<file path="src/rtl/lru_wsr_page_buffer_policy_assert.svh">
// Assertion macros used by the page-buffer policy top module.
`ifndef LRU_WSR_PAGE_BUFFER_POLICY_ASSERT_SVH
`define LRU_WSR_PAGE_BUFFER_POLICY_ASSERT_SVH

// Same-cycle implication, checked outside reset.
`define LWPB_ASSERT_IMP(lbl, ante, cons, msg) \
    lbl: assert property (@(posedge clk) disable iff (!rst_n) (ante) |-> (cons)) \
        else $error(msg);

// Next-cycle implication, checked outside reset.
`define LWPB_ASSERT_NXT(lbl, ante, cons, msg) \
    lbl: assert property (@(posedge clk) disable iff (!rst_n) (ante) |=> (cons)) \
        else $error(msg);

`endif

</file>
<file path="src/rtl/lwpb_pkg.sv">
// Types and constants shared by the page-buffer policy modules.
package lwpb_pkg;

    // Action codes.
    localparam logic [1:0] ACT_READ  = 2'd0;
    localparam logic [1:0] ACT_WRITE = 2'd1;
    localparam logic [1:0] ACT_FLUSH = 2'd2;

    // Configuration register indexes.
    localparam int CFG_IDX_W = 1;
    localparam logic [CFG_IDX_W-1:0] REG_MAX_COLD      = 1'b0;
    localparam logic [CFG_IDX_W-1:0] REG_FRAMES_IN_USE = 1'b1;

    // Most write-back beats one flush may produce.
    localparam logic [7:0] MAX_RESULTS = 8'd16;

    typedef struct packed {
        logic [1:0]  action;
        logic [31:0] page_id;
    } in_item_t;

    typedef struct packed {
        logic        hit;
        logic [3:0]  slot;
        logic        fetch_from_device;
        logic        writeback;
        logic [31:0] writeback_page;
        logic        last;
    } out_item_t;

    // Controller to output stage.
    typedef struct packed {
        logic      load;
        out_item_t item;
    } emit_t;

    typedef enum logic [1:0] {
        ST_IDLE,
        ST_SWEEP,
        ST_DECIDE,
        ST_EMIT
    } state_t;

    typedef enum logic [1:0] {
        SW_SEARCH,
        SW_UPDATE,
        SW_FLUSH
    } sweep_t;

endpackage

</file>
<file path="src/rtl/lru_wsr_page_buffer_policy.sv">
// Sequence: an access takes one search sweep and one update sweep, plus one more sweep
// per second chance given to a dirty frame. A flush takes one search sweep and one
// sweep per recency rank visited.
// Throughput: one item at a time; the single read port of the frame memory sets the pace.
// Reset clears the valid bits, occupancy and control; max_cold resets to 1 and
// frames_in_use to 16.
module lru_wsr_page_buffer_policy
    import lwpb_pkg::*;
#(
    parameter int FRAMES = 16
) (
    input  logic                 clk,
    input  logic                 rst_n,
    input  logic                 in_valid,
    output logic                 in_ready,
    input  in_item_t             in_data,
    output logic                 out_valid,
    input  logic                 out_ready,
    output out_item_t            out_data,
    input  logic                 cfg_we,
    input  logic [CFG_IDX_W-1:0] cfg_index,
    input  logic [7:0]           cfg_data
);

`include "lru_wsr_page_buffer_policy_assert.svh"

    logic [7:0] max_cold_reg, max_cold_next;
    logic [4:0] fiu_reg, fiu_next;
    logic       out_valid_reg, out_valid_next;
    out_item_t  out_data_reg, out_data_next;
    logic       out_free;
    emit_t      emit;

    lwpb_ctrl #(
        .FRAMES (FRAMES)
    ) u_ctrl (
        .clk           (clk),
        .rst_n         (rst_n),
        .in_valid      (in_valid),
        .in_data       (in_data),
        .in_ready      (in_ready),
        .max_cold      (max_cold_reg),
        .frames_in_use (fiu_reg),
        .out_free      (out_free),
        .emit          (emit)
    );

    // Configuration writes.
    always_comb
    begin
        max_cold_next = max_cold_reg;
        fiu_next      = fiu_reg;
        if (cfg_we)
        begin
            case (cfg_index)
                REG_MAX_COLD:      max_cold_next = cfg_data;
                REG_FRAMES_IN_USE: fiu_next      = cfg_data[4:0];
                default:           max_cold_next = max_cold_reg;
            endcase
        end
    end

    // Output register: a beat may wait here while the controller moves on.
    assign out_free = !out_valid_reg || out_ready;

    always_comb
    begin
        out_valid_next = out_valid_reg;
        out_data_next  = out_data_reg;
        if (emit.load)
        begin
            out_valid_next = 1'b1;
            out_data_next  = emit.item;
        end
        else if (out_ready)
        begin
            out_valid_next = 1'b0;
        end
    end

    always_ff @(posedge clk or negedge rst_n)
    begin
        if (!rst_n)
        begin
            max_cold_reg  <= 8'd1;
            fiu_reg       <= 5'd16;
            out_valid_reg <= 1'b0;
        end
        else
        begin
            max_cold_reg  <= max_cold_next;
            fiu_reg       <= fiu_next;
            out_valid_reg <= out_valid_next;
        end
    end

    always_ff @(posedge clk)
    begin
        out_data_reg <= out_data_next;
    end

    assign out_valid = out_valid_reg;
    assign out_data  = out_data_reg;

    // The controller is busy in the cycle after it takes a beat.
    `LWPB_ASSERT_NXT(a_busy_after_accept, in_valid && in_ready, !in_ready, "ready after accept")
    // A result is only loaded into a free output register.
    `LWPB_ASSERT_IMP(a_load_free, emit.load, !out_valid_reg || out_ready, "output overrun")
    // No result is produced while idle.
    `LWPB_ASSERT_IMP(a_no_idle_emit, emit.load, !in_ready, "result while idle")

endmodule

</file>
<file path="src/rtl/lwpb_frame_ram.sv">
// Frame record memory: one write port, one registered read port.
module lwpb_frame_ram #(
    parameter int DEPTH = 16,
    parameter int AW    = 4,
    parameter int DW    = 48
) (
    input  logic          clk,
    input  logic          we,
    input  logic [AW-1:0] waddr,
    input  logic [DW-1:0] wdata,
    input  logic [AW-1:0] raddr,
    output logic [DW-1:0] rdata
);

    logic [DW-1:0] mem [DEPTH];
    logic [DW-1:0] rdata_reg;

    // Write port.
    always_ff @(posedge clk)
    begin
        if (we)
        begin
            mem[waddr] <= wdata;
        end
    end

    // Registered read port.
    always_ff @(posedge clk)
    begin
        rdata_reg <= mem[raddr];
    end

    assign rdata = rdata_reg;

endmodule

</file>
<file path="src/rtl/lwpb_ctrl.sv">
// Sweep controller: searches, reorders and flushes the frame records in memory.
module lwpb_ctrl
    import lwpb_pkg::*;
#(
    parameter int FRAMES = 16
) (
    input  logic     clk,
    input  logic     rst_n,
    input  logic     in_valid,
    input  in_item_t in_data,
    output logic     in_ready,
    input  logic [7:0] max_cold,
    input  logic [4:0] frames_in_use,
    input  logic     out_free,
    output emit_t    emit
);

    localparam int RW = (FRAMES > 1) ? $clog2(FRAMES) : 1;
    localparam int OW = RW + 1;
    localparam int DW = 32 + 1 + 8 + RW;

    // Control registers.
    state_t            state_reg, state_next;
    sweep_t            kind_reg, kind_next;
    logic [FRAMES-1:0] valid_reg, valid_next;
    logic [OW-1:0]     occ_reg, occ_next;
    logic [OW-1:0]     cnt_reg, cnt_next;
    logic              pv_reg, pv_next;
    logic              hit_found_reg, hit_found_next;
    logic              found_reg, found_next;
    logic              rotate_reg, rotate_next;
    logic [7:0]        dcnt_reg, dcnt_next;
    logic [7:0]        emitted_reg, emitted_next;

    // Payload registers.
    logic [RW-1:0]     pidx_reg, pidx_next;
    logic [1:0]        action_reg, action_next;
    logic [31:0]       page_reg, page_next;
    logic [RW-1:0]     hit_idx_reg, hit_idx_next;
    logic [RW-1:0]     hit_rank_reg, hit_rank_next;
    logic              hit_dirty_reg, hit_dirty_next;
    logic [RW-1:0]     lru_idx_reg, lru_idx_next;
    logic [31:0]       lru_tag_reg, lru_tag_next;
    logic              lru_dirty_reg, lru_dirty_next;
    logic [7:0]        lru_cold_reg, lru_cold_next;
    logic [RW-1:0]     tgt_idx_reg, tgt_idx_next;
    logic [OW-1:0]     thr_reg, thr_next;
    logic [31:0]       tgt_tag_reg, tgt_tag_next;
    logic              tgt_dirty_reg, tgt_dirty_next;
    logic [7:0]        tgt_cold_reg, tgt_cold_next;
    logic [OW-1:0]     fl_rank_reg, fl_rank_next;
    logic [RW-1:0]     fl_slot_reg, fl_slot_next;
    logic [31:0]       fl_tag_reg, fl_tag_next;
    logic [7:0]        ntgt_reg, ntgt_next;
    out_item_t         res_reg, res_next;

    // Memory port signals.
    logic              mem_we;
    logic [RW-1:0]     mem_waddr;
    logic [DW-1:0]     mem_wdata;
    logic [RW-1:0]     mem_raddr;
    logic [DW-1:0]     mem_rdata;

    // Decoded read word and helpers.
    logic [31:0]       rd_tag;
    logic              rd_dirty;
    logic [7:0]        rd_cold;
    logic [RW-1:0]     rd_rank;
    logic              rd_v;
    logic              issue;
    logic              sweep_done;
    logic [7:0]        cap8;
    logic [OW-1:0]     cap;
    logic [OW-1:0]     occ_m1;
    logic              is_acc;
    logic              is_flush;
    logic              rotate_cond;
    logic [RW-1:0]     free_idx;
    logic [RW-1:0]     new_rank;

    lwpb_frame_ram #(
        .DEPTH (FRAMES),
        .AW    (RW),
        .DW    (DW)
    ) u_ram (
        .clk   (clk),
        .we    (mem_we),
        .waddr (mem_waddr),
        .wdata (mem_wdata),
        .raddr (mem_raddr),
        .rdata (mem_rdata)
    );

    assign rd_tag   = mem_rdata[DW-1 -: 32];
    assign rd_dirty = mem_rdata[RW+8];
    assign rd_cold  = mem_rdata[RW+7:RW];
    assign rd_rank  = mem_rdata[RW-1:0];
    assign rd_v     = valid_reg[pidx_reg];

    // Sweep address sequencing: one read issued per cycle.
    assign issue      = (state_reg == ST_SWEEP) && (cnt_reg < OW'(FRAMES));
    assign mem_raddr  = cnt_reg[RW-1:0];
    assign sweep_done = (state_reg == ST_SWEEP) && !issue && !pv_reg;

    // Effective frame limit: zero acts as one, large values clamp to the depth.
    assign cap8 = (frames_in_use == 5'd0) ? 8'd1 :
                  (({3'b000, frames_in_use} > 8'(FRAMES)) ? 8'(FRAMES)
                                                          : {3'b000, frames_in_use});
    assign cap    = OW'(cap8);
    assign occ_m1 = occ_reg - OW'(1);

    assign is_acc      = (action_reg == ACT_READ) || (action_reg == ACT_WRITE);
    assign is_flush    = (action_reg == ACT_FLUSH);
    assign rotate_cond = lru_dirty_reg && (lru_cold_reg < max_cold);

    // Lowest frame that holds no page.
    always_comb
    begin
        free_idx = '0;
        for (int i = FRAMES - 1; i >= 0; i--)
        begin
            if (!valid_reg[i])
            begin
                free_idx = RW'(i);
            end
        end
    end

    // Rank after the move-to-head of the target frame.
    assign new_rank = (OW'(rd_rank) < thr_reg) ? (rd_rank + RW'(1)) : rd_rank;

    // Next state.
    always_comb
    begin
        state_next = state_reg;
        case (state_reg)
            ST_IDLE:
            begin
                if (in_valid)
                begin
                    state_next = ST_SWEEP;
                end
            end
            ST_SWEEP:
            begin
                if (sweep_done)
                begin
                    state_next = ST_DECIDE;
                end
            end
            ST_DECIDE:
            begin
                case (kind_reg)
                    SW_SEARCH:
                    begin
                        if (is_flush)
                        begin
                            state_next = (dcnt_reg == 8'd0) ? ST_IDLE : ST_SWEEP;
                        end
                        else if (!is_acc)
                        begin
                            state_next = ST_IDLE;
                        end
                        else
                        begin
                            state_next = ST_SWEEP;
                        end
                    end
                    SW_UPDATE:
                    begin
                        state_next = rotate_reg ? ST_SWEEP : ST_EMIT;
                    end
                    SW_FLUSH:
                    begin
                        state_next = found_reg ? ST_EMIT : ST_SWEEP;
                    end
                    default:
                    begin
                        state_next = ST_IDLE;
                    end
                endcase
            end
            ST_EMIT:
            begin
                if (out_free)
                begin
                    state_next = ((kind_reg == SW_FLUSH) && !res_reg.last) ? ST_SWEEP
                                                                           : ST_IDLE;
                end
            end
            default:
            begin
                state_next = ST_IDLE;
            end
        endcase
    end

    // Outputs of the state machine.
    always_comb
    begin
        in_ready  = (state_reg == ST_IDLE);
        emit.load = (state_reg == ST_EMIT) && out_free;
        emit.item = res_reg;
    end

    // Datapath: sweep processing, decisions and bookkeeping.
    always_comb
    begin
        kind_next      = kind_reg;
        valid_next     = valid_reg;
        occ_next       = occ_reg;
        cnt_next       = cnt_reg;
        pv_next        = issue;
        pidx_next      = cnt_reg[RW-1:0];
        hit_found_next = hit_found_reg;
        found_next     = found_reg;
        rotate_next    = rotate_reg;
        dcnt_next      = dcnt_reg;
        emitted_next   = emitted_reg;
        action_next    = action_reg;
        page_next      = page_reg;
        hit_idx_next   = hit_idx_reg;
        hit_rank_next  = hit_rank_reg;
        hit_dirty_next = hit_dirty_reg;
        lru_idx_next   = lru_idx_reg;
        lru_tag_next   = lru_tag_reg;
        lru_dirty_next = lru_dirty_reg;
        lru_cold_next  = lru_cold_reg;
        tgt_idx_next   = tgt_idx_reg;
        thr_next       = thr_reg;
        tgt_tag_next   = tgt_tag_reg;
        tgt_dirty_next = tgt_dirty_reg;
        tgt_cold_next  = tgt_cold_reg;
        fl_rank_next   = fl_rank_reg;
        fl_slot_next   = fl_slot_reg;
        fl_tag_next    = fl_tag_reg;
        ntgt_next      = ntgt_reg;
        res_next       = res_reg;
        mem_we         = 1'b0;
        mem_waddr      = pidx_reg;
        mem_wdata      = mem_rdata;

        if (issue)
        begin
            cnt_next = cnt_reg + OW'(1);
        end

        // Accept a new beat and start the search sweep.
        if ((state_reg == ST_IDLE) && in_valid)
        begin
            action_next    = in_data.action;
            page_next      = in_data.page_id;
            kind_next      = SW_SEARCH;
            cnt_next       = '0;
            hit_found_next = 1'b0;
            dcnt_next      = 8'd0;
        end

        // Process the word read back during a sweep.
        if (pv_reg)
        begin
            case (kind_reg)
                SW_SEARCH:
                begin
                    if (rd_v && (rd_tag == page_reg) && !hit_found_reg)
                    begin
                        hit_found_next = 1'b1;
                        hit_idx_next   = pidx_reg;
                        hit_rank_next  = rd_rank;
                        hit_dirty_next = rd_dirty;
                    end
                    if (rd_v && (OW'(rd_rank) == occ_m1))
                    begin
                        lru_idx_next   = pidx_reg;
                        lru_tag_next   = rd_tag;
                        lru_dirty_next = rd_dirty;
                        lru_cold_next  = rd_cold;
                    end
                    if (rd_v && rd_dirty)
                    begin
                        dcnt_next = dcnt_reg + 8'd1;
                    end
                end
                SW_UPDATE:
                begin
                    if (pidx_reg == tgt_idx_reg)
                    begin
                        mem_we    = 1'b1;
                        mem_wdata = {tgt_tag_reg, tgt_dirty_reg, tgt_cold_reg, RW'(0)};
                        if (occ_m1 == '0)
                        begin
                            lru_idx_next   = pidx_reg;
                            lru_tag_next   = tgt_tag_reg;
                            lru_dirty_next = tgt_dirty_reg;
                            lru_cold_next  = tgt_cold_reg;
                        end
                    end
                    else if (rd_v)
                    begin
                        mem_we    = 1'b1;
                        mem_wdata = {rd_tag, rd_dirty, rd_cold, new_rank};
                        if (OW'(new_rank) == occ_m1)
                        begin
                            lru_idx_next   = pidx_reg;
                            lru_tag_next   = rd_tag;
                            lru_dirty_next = rd_dirty;
                            lru_cold_next  = rd_cold;
                        end
                    end
                end
                SW_FLUSH:
                begin
                    if (rd_v && rd_dirty && (OW'(rd_rank) == fl_rank_reg))
                    begin
                        mem_we       = 1'b1;
                        mem_wdata    = {rd_tag, 1'b0, rd_cold, rd_rank};
                        found_next   = 1'b1;
                        fl_slot_next = pidx_reg;
                        fl_tag_next  = rd_tag;
                    end
                end
                default:
                begin
                    mem_we = 1'b0;
                end
            endcase
        end

        // Choose the next sweep once the current one has finished.
        if (state_reg == ST_DECIDE)
        begin
            cnt_next = '0;
            if (kind_reg == SW_FLUSH)
            begin
                if (found_reg)
                begin
                    res_next.hit               = 1'b0;
                    res_next.slot              = 4'(fl_slot_reg);
                    res_next.fetch_from_device = 1'b0;
                    res_next.writeback         = 1'b1;
                    res_next.writeback_page    = fl_tag_reg;
                    res_next.last              = ((emitted_reg + 8'd1) == ntgt_reg);
                end
                else
                begin
                    fl_rank_next = fl_rank_reg + OW'(1);
                end
            end
            else if (is_flush)
            begin
                kind_next    = SW_FLUSH;
                fl_rank_next = '0;
                emitted_next = 8'd0;
                found_next   = 1'b0;
                ntgt_next    = (dcnt_reg > MAX_RESULTS) ? MAX_RESULTS : dcnt_reg;
            end
            else if (!is_acc || ((kind_reg == SW_UPDATE) && !rotate_reg))
            begin
                // Unused action, or the final update sweep is done: nothing to choose.
                kind_next = kind_reg;
            end
            else if ((kind_reg == SW_SEARCH) && hit_found_reg)
            begin
                // Hit: move to head, clear the cold count.
                kind_next      = SW_UPDATE;
                rotate_next    = 1'b0;
                tgt_idx_next   = hit_idx_reg;
                thr_next       = OW'(hit_rank_reg);
                tgt_tag_next   = page_reg;
                tgt_dirty_next = hit_dirty_reg || (action_reg == ACT_WRITE);
                tgt_cold_next  = 8'd0;
                res_next.hit               = 1'b1;
                res_next.slot              = 4'(hit_idx_reg);
                res_next.fetch_from_device = 1'b0;
                res_next.writeback         = 1'b0;
                res_next.writeback_page    = 32'd0;
                res_next.last              = 1'b1;
            end
            else if ((kind_reg == SW_SEARCH) && (occ_reg < cap))
            begin
                // Miss with room: take the lowest free frame.
                kind_next      = SW_UPDATE;
                rotate_next    = 1'b0;
                tgt_idx_next   = free_idx;
                thr_next       = OW'(FRAMES);
                tgt_tag_next   = page_reg;
                tgt_dirty_next = (action_reg == ACT_WRITE);
                tgt_cold_next  = 8'd0;
                valid_next[free_idx] = 1'b1;
                occ_next       = occ_reg + OW'(1);
                res_next.hit               = 1'b0;
                res_next.slot              = 4'(free_idx);
                res_next.fetch_from_device = (action_reg == ACT_READ);
                res_next.writeback         = 1'b0;
                res_next.writeback_page    = 32'd0;
                res_next.last              = 1'b1;
            end
            else if (rotate_cond)
            begin
                // Second chance: bump the cold count and move to head.
                kind_next      = SW_UPDATE;
                rotate_next    = 1'b1;
                tgt_idx_next   = lru_idx_reg;
                thr_next       = occ_m1;
                tgt_tag_next   = lru_tag_reg;
                tgt_dirty_next = lru_dirty_reg;
                tgt_cold_next  = lru_cold_reg + 8'd1;
            end
            else
            begin
                // Evict the least recent frame.
                kind_next      = SW_UPDATE;
                rotate_next    = 1'b0;
                tgt_idx_next   = lru_idx_reg;
                thr_next       = occ_m1;
                tgt_tag_next   = page_reg;
                tgt_dirty_next = (action_reg == ACT_WRITE);
                tgt_cold_next  = 8'd0;
                res_next.hit               = 1'b0;
                res_next.slot              = 4'(lru_idx_reg);
                res_next.fetch_from_device = (action_reg == ACT_READ);
                res_next.writeback         = lru_dirty_reg;
                res_next.writeback_page    = lru_dirty_reg ? lru_tag_reg : 32'd0;
                res_next.last              = 1'b1;
            end
        end

        // A flush beat leaves: look for the next rank.
        if ((state_reg == ST_EMIT) && out_free && (kind_reg == SW_FLUSH))
        begin
            emitted_next = emitted_reg + 8'd1;
            fl_rank_next = fl_rank_reg + OW'(1);
            found_next   = 1'b0;
            cnt_next     = '0;
        end
    end

    // Control registers.
    always_ff @(posedge clk or negedge rst_n)
    begin
        if (!rst_n)
        begin
            state_reg     <= ST_IDLE;
            kind_reg      <= SW_SEARCH;
            valid_reg     <= '0;
            occ_reg       <= '0;
            cnt_reg       <= '0;
            pv_reg        <= 1'b0;
            hit_found_reg <= 1'b0;
            found_reg     <= 1'b0;
            rotate_reg    <= 1'b0;
            dcnt_reg      <= 8'd0;
            emitted_reg   <= 8'd0;
        end
        else
        begin
            state_reg     <= state_next;
            kind_reg      <= kind_next;
            valid_reg     <= valid_next;
            occ_reg       <= occ_next;
            cnt_reg       <= cnt_next;
            pv_reg        <= pv_next;
            hit_found_reg <= hit_found_next;
            found_reg     <= found_next;
            rotate_reg    <= rotate_next;
            dcnt_reg      <= dcnt_next;
            emitted_reg   <= emitted_next;
        end
    end

    // Payload registers.
    always_ff @(posedge clk)
    begin
        pidx_reg      <= pidx_next;
        action_reg    <= action_next;
        page_reg      <= page_next;
        hit_idx_reg   <= hit_idx_next;
        hit_rank_reg  <= hit_rank_next;
        hit_dirty_reg <= hit_dirty_next;
        lru_idx_reg   <= lru_idx_next;
        lru_tag_reg   <= lru_tag_next;
        lru_dirty_reg <= lru_dirty_next;
        lru_cold_reg  <= lru_cold_next;
        tgt_idx_reg   <= tgt_idx_next;
        thr_reg       <= thr_next;
        tgt_tag_reg   <= tgt_tag_next;
        tgt_dirty_reg <= tgt_dirty_next;
        tgt_cold_reg  <= tgt_cold_next;
        fl_rank_reg   <= fl_rank_next;
        fl_slot_reg   <= fl_slot_next;
        fl_tag_reg    <= fl_tag_next;
        ntgt_reg      <= ntgt_next;
        res_reg       <= res_next;
    end

endmodule
</file>
<file path="config.mk">
export PLATFORM = sky130hd
export DESIGN_NAME = lru_wsr_page_buffer_policy
export DESIGN_NICKNAME = d
export VERILOG_FILES = /design/src/rtl/lwpb_pkg.sv /design/src/rtl/lru_wsr_page_buffer_policy.sv /design/src/rtl/lwpb_frame_ram.sv /design/src/rtl/lwpb_ctrl.sv
export VERILOG_INCLUDE_DIRS = /design/src /design/src/rtl
export SDC_FILE = /design/constraint.sdc
export NUM_CORES = 1
export LEC_CHECK = 0
export ABC_AREA = 0
export BUFFER_PORTS_ARGS = -buffer_cell sky130_fd_sc_hd__buf_2
export CAP_MARGIN = 20
export CELL_PAD_IN_SITES_DETAIL_PLACEMENT = 1
export CELL_PAD_IN_SITES_GLOBAL_PLACEMENT = 1
export CORE_MARGIN = 2
export CORE_UTILIZATION = 59
export CTS_CLUSTER_SIZE = 14
export DETAILED_ROUTE_END_ITERATION = 7
export PLACE_DENSITY_LB_ADDON = 0.1
export SLEW_MARGIN = 20
export SYNTH_ARGS = -nofsm -noshare
export SYNTH_HDL_FRONTEND = slang
export SYNTH_SLANG_ARGS = --single-unit
</file>
<file path="constraint.sdc">
create_clock -name clk -period 12.6 [get_ports clk]
set_clock_uncertainty 0.05 [all_clocks]
set_input_delay 1.26 -clock clk [delete_from_list [all_inputs] [get_ports clk]]
set_output_delay 1.26 -clock clk [all_outputs]
set_load 0.02 [all_outputs]
</file>
**Yosys cells after proc, flatten, opt, wreduce, memory -nomap -nowiden**

Memory sizes are Yosys's and may differ from the RTL's. A register that Yosys moved wholly into a read port is not among the register bits.
Index checks and enable logic that the tools add are counted.

- Add/sub/neg operators: 8
- Order comparisons: 9
- Eq/ne operators: 27
- Muxes and demuxes: 126
- Bitwise operators: 7
- Reductions and logical operators: 53

Operator list:

| cell | number |
|---|---|
| 32-bit 2-to-1 mux | 9 |
| 40-bit 2-to-1 mux | 7 |
| 4-bit 2-to-1 mux | 26 |
| 8-bit 2-to-1 mux | 13 |
| 45-bit 2-to-1 mux | 2 |
| 45-bit one-hot mux with 2 select lines | 1 |
| 32-bit one-hot mux with 2 select lines | 1 |
| 5-bit 2-to-1 mux | 12 |
| 1-bit 2-to-1 mux | 35 |
| 32-bit == test | 1 |
| 8-bit by 1-bit adder with 8-bit output (second input constant) | 3 |
| 2-bit 2-to-1 mux | 11 |
| 3-bit AND reduction | 6 |
| 1-bit logical AND | 17 |
| 16-bit bitwise OR | 1 |
| 8-bit one-hot mux with 2 select lines | 1 |
| 5-bit by 1-bit adder with 5-bit output (second input constant) | 3 |
| 4-bit by 5-bit == test with 1-bit output | 3 |
| 13-bit 2-to-1 mux | 1 |
| 6-bit AND reduction | 2 |
| 5-bit logical NOT | 2 |
| 4-bit by 5-bit less-than comparator with 1-bit output (second input constant) | 2 |
| 2-bit by 1-bit != test with 1-bit output (second input constant) | 5 |
| 2-bit == test (second input constant) | 4 |
| 35 further kinds | 62 |

- Bits in registers: 335
- RAM bits: 720
- Input bits: 48
- Output and inout port bits: 42
- Word-level logic and storage cells: 277
- Memories: 1

Memory list:

| name | words | width | rd ports | clocked after memory_dff | wr ports | line | text |
|---|---|---|---|---|---|---|---|
| u_ctrl.u_ram.mem | 16 | 45 | 1 | 1 | 1 | lwpb_frame_ram.sv:15 | `logic [DW-1:0] mem [DEPTH];` |

**Logic depth before layout (Yosys ltp)**

Gate-level depths: netlist (run 1).

- Depth in word-level cells: 21
- Gate-level depth with buffers: 10
- Gate-level depth less buffers: 9

**By module**

Synthesis (run 1) repeated with hierarchy kept, for this count alone.

- Cell total of the unflattened synthesis: 2280
- Area, all modules: 43301.5 sq um

By module, submodules not included:

| module | instances | cells an instance | area an instance (sq um) | sequential area each (sq um) |
|---|---|---|---|---|
| lwpb_frame_ram | 1 | 1166 | 28223.3 | 22521.6 |
| lwpb_ctrl | 1 | 1042 | 13330.3 | 8147.8 |
| lru_wsr_page_buffer_policy | 1 | 72 | 1747.9 | 1554.0 |

**Worst setup path after synthesis (run 1)**

OpenSTA, ideal clock, no wires.

- Path type: register -> register
- Start: register u_ctrl.pidx_reg[2], in the netlist u_ctrl.mem_waddr[2]
- End: memory u_ctrl.u_ram.mem[0][0] (netlist name), enable pin
- Library setup time: 0.559 ns
- Arrival: 6.109 ns
- Data required time: 11.991 ns
- Slack: 5.881 ns
- Cell stages (with the launch flop): 9
- Buffers on the path: 2
- Period minus slack after synthesis: 6.719 ns
- Cell sequence: dfxtp_1 > clkbuf_1 > xnor2_1 > nand4_1 > or2_2 > clkbuf_1 > o21ai_0 > nand2_1 > nor4_1

- Longest elaborated chain between the ends: 9
- Elaborated cells between the ends (all ways): 12
- Classes of those cells: eq/ne (1); mux (9); reduce/logical (2)

Ends and longest elaborated chain:

| what | line | text |
|---|---|---|
| start: declaration | lwpb_ctrl.sv:36 | `logic [RW-1:0] pidx_reg, pidx_next;` |
| start signal: assignment | lwpb_ctrl.sv:474 | `pidx_reg <= pidx_next;` |
| 1-bit binary-select mux with 4-bit select | lwpb_ctrl.sv:98 | `assign rd_v = valid_reg[pidx_reg];` |
| 1-bit 2-to-1 mux (not written as such) | lwpb_ctrl.sv:98 |  |
| 1-bit logical AND (2 in series) | lwpb_ctrl.sv:313 | `if (rd_v && rd_dirty && (OW'(rd_rank) == fl_rank_reg))` |
| 1-bit 2-to-1 mux | lwpb_ctrl.sv:313 |  |
| 1-bit one-hot mux with 2 select lines | lwpb_ctrl.sv:262 | `case (kind_reg)` |
| 1-bit 2-to-1 mux | lwpb_ctrl.sv:260 | `if (pv_reg)` |
| 1-bit 2-to-1 mux | lwpb_frame_ram.sv:21 | `if (we)` |
| 1-bit 2-to-1 mux (not written as such) | lwpb_frame_ram.sv:23 | `mem[waddr] <= wdata;` |
| end: declaration | lwpb_frame_ram.sv:15 |  |

Several ways; a longest one is shown, not always the timed one. The select of a mux whose other input is x is not followed.

**Worst setup path after layout (run 1)**

- Start: register u_ctrl.pidx_reg[3], in the netlist u_ctrl.mem_waddr[3]
- End: memory u_ctrl.u_ram.mem[8][18] (netlist name), enable pin

Same word-level chain as after synthesis.

==> summary.txt, run 1 <==
H-tree lvl count: 3
CP arrival: 4.91 ns
Placed Area: 45100 um^2
Root Driver: clkbuf_16
final WL: 106000 um
final non-filler cell total: 3434
met1 GRT Util: 0.417
top cells by area, synth: edfxtp_1 (69%), mux4_2 (12%), dfrtp_1 (3.6%)
Power Internal: 7.58 mW
Final Setup Violations: 0
Core Rows: 99
Bufs on Longest Clock Path: 3
M3 GR Usage: 0.0652
Crit path max-delay family: simple AND/OR/NAND/NOR gates
Vert. Die Dim: 274 um
area of the die: 75200 um^2
Fin Setup TNS: 0 ns
Mapped Area: 43100 um^2
Starting Density: 0.593
cts hold-fix bufs: 0
EDFF count, synth: 987
Antenna Cells: 0
Clock transition at path regs: 0.06 ns
RSZ-0062 raised after global routing: no
Final GP Congestion: 0.865
Setup WS pre-CTS: 7.95 ns
most frequent cells in the layout: edfxtp_1 (987), mux4_2 (228), clkbuf_16 (110)
Yosys reg bits: 1100
Min-Delay Path Class: reg2reg
DP HPWL: 61900 um
Avg Cell Area, Syn: 19.6 um^2
post-cts repair resize count: 0
layout cells sized above 1: 0.276
vias: 22394
DRT Pass-1 Iters: 6
ys async rst share: 0.0582
slowest stage delay, CP: 0.88 ns
met2 global-route usage: 0.454
Max Fanout on Critical Path: 46
number of DRC markers in iteration 0: 2485
CP required: 12.83 ns
min Tclk post-route: 4.68 ns
status: finished, final reports clean
max-slew violations: 0
register area share after synthesis: 0.748
VDD IR-drop max: 0.151 mV
Final Hold Viols: 0
Largest register FFs: 720
Sw Ratio: 0.300
yosys warns: 0
drt wl/cell: 30.9 um
Die X: 274 um
worst path bufs/invs: 3
Post-CTS Setup Bufs: 0
sequential share of power: 0.467
worst-path cell chain: xnor2_1 > nand4_1 > buf_4 > or2_2 > buf_4 > o21ai_0 > nand2_1 > nor3_2 > buf_4
Core Region: 72600 um^2
CTS buffer count: 109
Final ANT Viol Nets: 0
slew margin rel.: 0.256
logic gate share of total power: 0.243
P_sw: 3.25 mW
Clock Sinks: 1100
Yosys top cell area share: 0.688
CP max stage cell: nor3_2
DP Cell Count: 3230
vias per cell: 6.52
initial antenna violation count: 3
PortBufs: 89
total gr overflow: 0
Nets: 2458
Worst Slack Setup Final: 7.92 ns
r2r setup slk: 7.92 ns
area leader, netlist: edfxtp_1
kind of critical path: reg2reg
number of remaining DRC errors: 0
most common cell after layout, fill and taps aside: edfxtp_1
slew of the pin with the lowest slew margin: 1.12 ns
Ports: 90
Critical Path Source Type: flop
max_cap viols: 0
library cells used by synthesis: 68
fmax: 214 MHz
Mapped Cells: 2200
global-route wire length before repair: 157000 um
Clk pwr share: 0.290
PwrDens: 223 nW/um^2
core utilization of the finished layout: 0.669
Skew-Pair Late Insertion Delay: 0.69 ns
GR peak layer: met2
CTS tree: yes
Top FF cell, synth: edfxtp_1
Lkg Pwr: 16.1 nW
largest net degree at the start of global routing: 95
cell mode on critical path: buf_4
period utilisation layout: 0.371
fin area: 48600 um^2
GRT Total Usage: 0.291
Critical Path Sink Type: flop
Area growth, synth to finish: 12.7%
via count of the first global-routing pass: 23726
## cell type report
type | instances | area, um^2
clock inverters | 57 | 497
repair buffers | 167 | 1050
well taps | 959 | 1200
flip-flops and latches | 1100 | 32200
fillers | 5933 | 24000
inverters | 35 | 131
clock buffers | 147 | 2950
multi-input cells | 969 | 10500
## worst paths after layout
| path | from | end | depth (start not counted) |
|---|---|---|---|
| min in group asynchronous | rst_n | u_ctrl.cnt_reg[4] | 1 |
| max in group asynchronous | rst_n | u_ctrl.state_reg[0] | 2 |
| worst min register to register | u_ctrl.emit[22] | out_data[22] | 0 |
| worst max register to register | u_ctrl.mem_waddr[3] | u_ctrl.u_ram.mem[8][18] | 9 |
| worst min-delay path | u_ctrl.emit[22] | out_data[22] | 0 |
| worst max-delay path | u_ctrl.mem_waddr[3] | u_ctrl.u_ram.mem[8][18] | 9 |
## power by group through the flow
stage          combinational (mW)  sequential (mW)  clock [mW]
2_1_floorplan                1.75             4.91           0
3_3_place_gp                 2.45             5.10           0
3_5_place_dp                 2.60             5.12           0
4_1_cts                      2.63             5.05        3.19
6_report                     2.63             5.06        3.15
5_1_grt                      2.83             5.09        3.31
## worst reg2reg max path, delay by kind of cell (launching register included)
kind	cells	cell delay, ns
XOR/XNOR	1	0.20
AO/OA/AOI/OAI	1	0.18
flip-flops	1	0.76
buffers and inverters	3	1.40
AND/OR/NAND/NOR	4	1.67
## logic make-up after synthesis
kind of cell,Yosys count,share of synthesized area
multiplexers,316,0.143
XOR/XNOR,81,0.0165
AO/OA/AOI/OAI,247,0.0387
AND/OR/NAND/NOR,294,0.0333
other,1,0.0000871
flip-flops,1100,0.748
adder cells (fa/ha/maj),28,0.00813
buffers and inverters,133,0.0125
## per-stage QoR
stage / power [mW] / hold WS, ns
after floorplan: 6.66 / 0.314
after global placement: 7.55 / 0.352
after detailed placement: 7.72 / 0.356
after CTS: 10.9 / 0.370
after global routing: 11.2 / 0.379
final: 10.8 / 0.370
## cells in the mapped netlist, drive strengths merged (10+ instances only)
| library cell | instances |
|---|---|
| nand3 | 29 |
| buf | 32 |
| nand2b | 14 |
| edfxtp | 987 |
| a22o | 35 |
| inv | 33 |
| a21oi | 16 |
| nand4 | 18 |
| nor4 | 14 |
| and3 | 10 |
| xor2 | 36 |
| o21ai | 88 |
| clkbuf | 66 |
| nor3 | 18 |
| o31ai | 11 |
| dfrtp | 62 |
| xnor2 | 45 |
| mux4 | 230 |
| ha | 28 |
| a22oi | 41 |
| dfxtp | 49 |
| nor2 | 53 |
| mux2 | 81 |
| and2 | 12 |
| nand2 | 106 |
## metal layers
| layer | part of all wire | wire [um] |
|---|---|---|
| met1 | 0.41 | 43600 |
| met2 | 0.48 | 50700 |
| met3 | 0.083 | 8790 |
| met4 | 0.028 | 2920 |
| met5 | 0 | 0 |
Power figures use the tool's default switching activity.
==> run 2: changes to the inputs <==
--- a/config.mk
+++ b/config.mk
@@ -12,7 +12,7 @@
 export CELL_PAD_IN_SITES_DETAIL_PLACEMENT = 1
 export CELL_PAD_IN_SITES_GLOBAL_PLACEMENT = 1
 export CORE_MARGIN = 2
-export CORE_UTILIZATION = 59
+export CORE_UTILIZATION = 50
 export CTS_CLUSTER_SIZE = 14
 export DETAILED_ROUTE_END_ITERATION = 7
 export PLACE_DENSITY_LB_ADDON = 0.1
==> constraint.sdc (replaced) <==
create_clock -name clk -period 4.3 [get_ports clk]
set_clock_uncertainty 0.05 [all_clocks]
set_input_delay 0.43 -clock clk [delete_from_list [all_inputs] [get_ports clk]]
set_output_delay 0.43 -clock clk [all_outputs]
set_load 0.02 [all_outputs]
==> run 2 against run 1 <==
  * Die area increased by 18%
  * Combinational power rose to 3.0 times the previous value
  * Global-route usage down 5.0 points
  * Critical endpoint is now u_ctrl.u_ram.mem[3][32]
==> summary.txt, run 2 (synthesized netlist as in run 1, its figures left out) <==
P_sw: 9.39 mW
Max Fanout on Critical Path: 28
Area growth, synth to finish: 15.6%
DP HPWL: 63200 um
layout cells sized above 1: 0.275
CP arrival: 4.13 ns
top layer in use: met5
CP max stage cell: or2_2
Critical Path Source Type: flop
CTS tree: yes
Critical Path Sink Type: flop
slowest stage delay, CP: 0.55 ns
CTS buffer count: 110
Lkg Pwr: 16.5 nW
area of the die: 88500 um^2
slew of the pin with the lowest slew margin: 1.03 ns
period utilisation layout: 0.901
status: finished, final reports clean
CP required: 4.55 ns
most frequent cells in the layout: edfxtp_1 (987), mux4_2 (228), clkbuf_16 (113)
H-tree lvl count: 3
Power, Total: 32.2 mW
Clk pwr share: 0.300
worst hold slack: 0.215 ns
Power Internal: 22.8 mW
logic gate share of total power: 0.244
number of remaining DRC errors: 0
drt wl/cell: 28.5 um
core utilization of the finished layout: 0.584
fill count: 7354
slew margin rel.: 0.310
Sw Ratio: 0.291
Min-Delay Path Class: in2reg
r2r worst-path depth: 8
worst path bufs/invs: 3
Die X: 298 um
PwrDens: 647 nW/um^2
Final Setup Violations: 0
r2r endpoint: u_ctrl.u_ram.mem[3][32]
Vert. Die Dim: 298 um
final WL: 105000 um
r2r setup slk: 0.43 ns
most common cell after layout, fill and taps aside: edfxtp_1
VDD IR-drop max: 0.331 mV
vias: 22072
max-slew violations: 0
worst hold start: cfg_index
met1 WL: 46200 um
max_cap viols: 0
fmax: 258 MHz
GRT Total Usage: 0.241
Final Hold Viols: 0
Antenna Cells: 0
CP startpoint: u_ctrl.kind_reg[1]
Starting Density: 0.505
largest net degree at the start of global routing: 85
crit path to: u_ctrl.u_ram.mem[3][32]
kind of critical path: reg2reg
Root Driver: clkbuf_16
met3 wire len: 7320 um
worst r2r src: u_ctrl.kind_reg[1]
number of DRC markers in iteration 0: 1882
Core Region: 85300 um^2
Skew-Pair Late Insertion Delay: 0.68 ns
Clock Sinks: 1100
met2 routed WL: 49500 um
Crit path max-delay family: simple AND/OR/NAND/NOR gates
worst-path cell chain: inv_1 > ha_1 > clkinv_1 > or2_2 > o21ai_0 > nand4_1 > nor3_2 > buf_4
initial antenna violation count: 3
Final ANT Viol Nets: 0
Nets: 2529
global-route wire length before repair: 158000 um
Final GP Congestion: 0.849
Bufs on Longest Clock Path: 3
Clock transition at path regs: 0.06 ns
Ports: 90
via count of the first global-routing pass: 23726
DRT Pass-1 Iters: 5
RSZ-0062 raised after global routing: no
critical path depth: 8
Largest register FFs: 720
PortBufs: 89
vias per cell: 5.99
Core Rows: 107
min Tclk post-route: 3.87 ns
total gr overflow: 0
sequential share of power: 0.455
run 2: cell count changes in the layout (fill, tap and decap cells not counted), sizes merged:
cell / delta
buf: +27
bufinv: +6
clkbuf: +5
clkinv: -6
clkinvlp: -2
dlygate4sd3: +43
inv: -5
run 2: how the worst min path moves through the flow:
stage / end / depth (start not counted)
6_report: max_cold_reg[2] / 4
5_1_grt: out_valid / 3
4_1_cts: max_cold_reg[2] / 4
3_5_place_dp: out_data[3] / 0
3_3_place_gp: out_data[32] / 0
2_1_floorplan: fiu_reg[0] / 0
run 2: worst register-to-register path, cell delays in order, from the launching register on:
cell and delay, ns:
dfrtp_1 0.45, inv_1 0.15, ha_1 0.27, clkinv_1 0.41, or2_2 0.56, o21ai_0 0.26
nand4_1 0.49, nor3_2 0.32, buf_4 0.54
run 2: per-stage QoR:
step	instances	instance area, um^2	setup TNS [ns]	setup slack (ns)
after floorplan	2202	43100	-516.39	-1.28
after global placement	3442	45700	0	0.728
after detailed placement	3442	45700	0	0.492
after CTS	3687	49800	0	0.437
after global routing	3687	49800	0	0.288
final	3687	49800	0	0.428
run 2: final cells by class:
cell class              instances  area [um^2]  share of cell area
clock buffers                 152         3070              0.0617
clock inverters                50          563              0.0113
inverters                      35          131             0.00264
multi-input cells             969        10500               0.211
flip-flops and latches       1100        32200               0.647
well taps                    1144         1430              0.0287
repair buffers                237         1860              0.0374
run 2: layer usage:
| metal | GRT usage | vias up |
|---|---|---|
| li1 | - | 9438 |
| met1 | 0.353 | 11777 |
| met2 | 0.375 | 720 |
| met3 | 0.0487 | 135 |
| met4 | 0.0575 | 2 |
| met5 | 0 | - |
run 2: repair_timing:
| item | 4_1_cts | 5_1_grt |
|---|---|---|
| resized for setup | 0 | 0 |
| hold buffers | 43 | 0 |
| hold endpoints to repair | 80 | 0 |
| buffers inserted | 0 | 0 |
run 2: power by group through the flow:
stage	sequential [mW]	combinational, mW	clock, mW
after CTS	14.7	7.95	9.84
after global routing	14.8	8.54	10.2
after global placement	14.9	7.58	0
final	14.7	7.88	9.68
after floorplan	14.4	5.13	0
after detailed placement	14.9	7.89	0
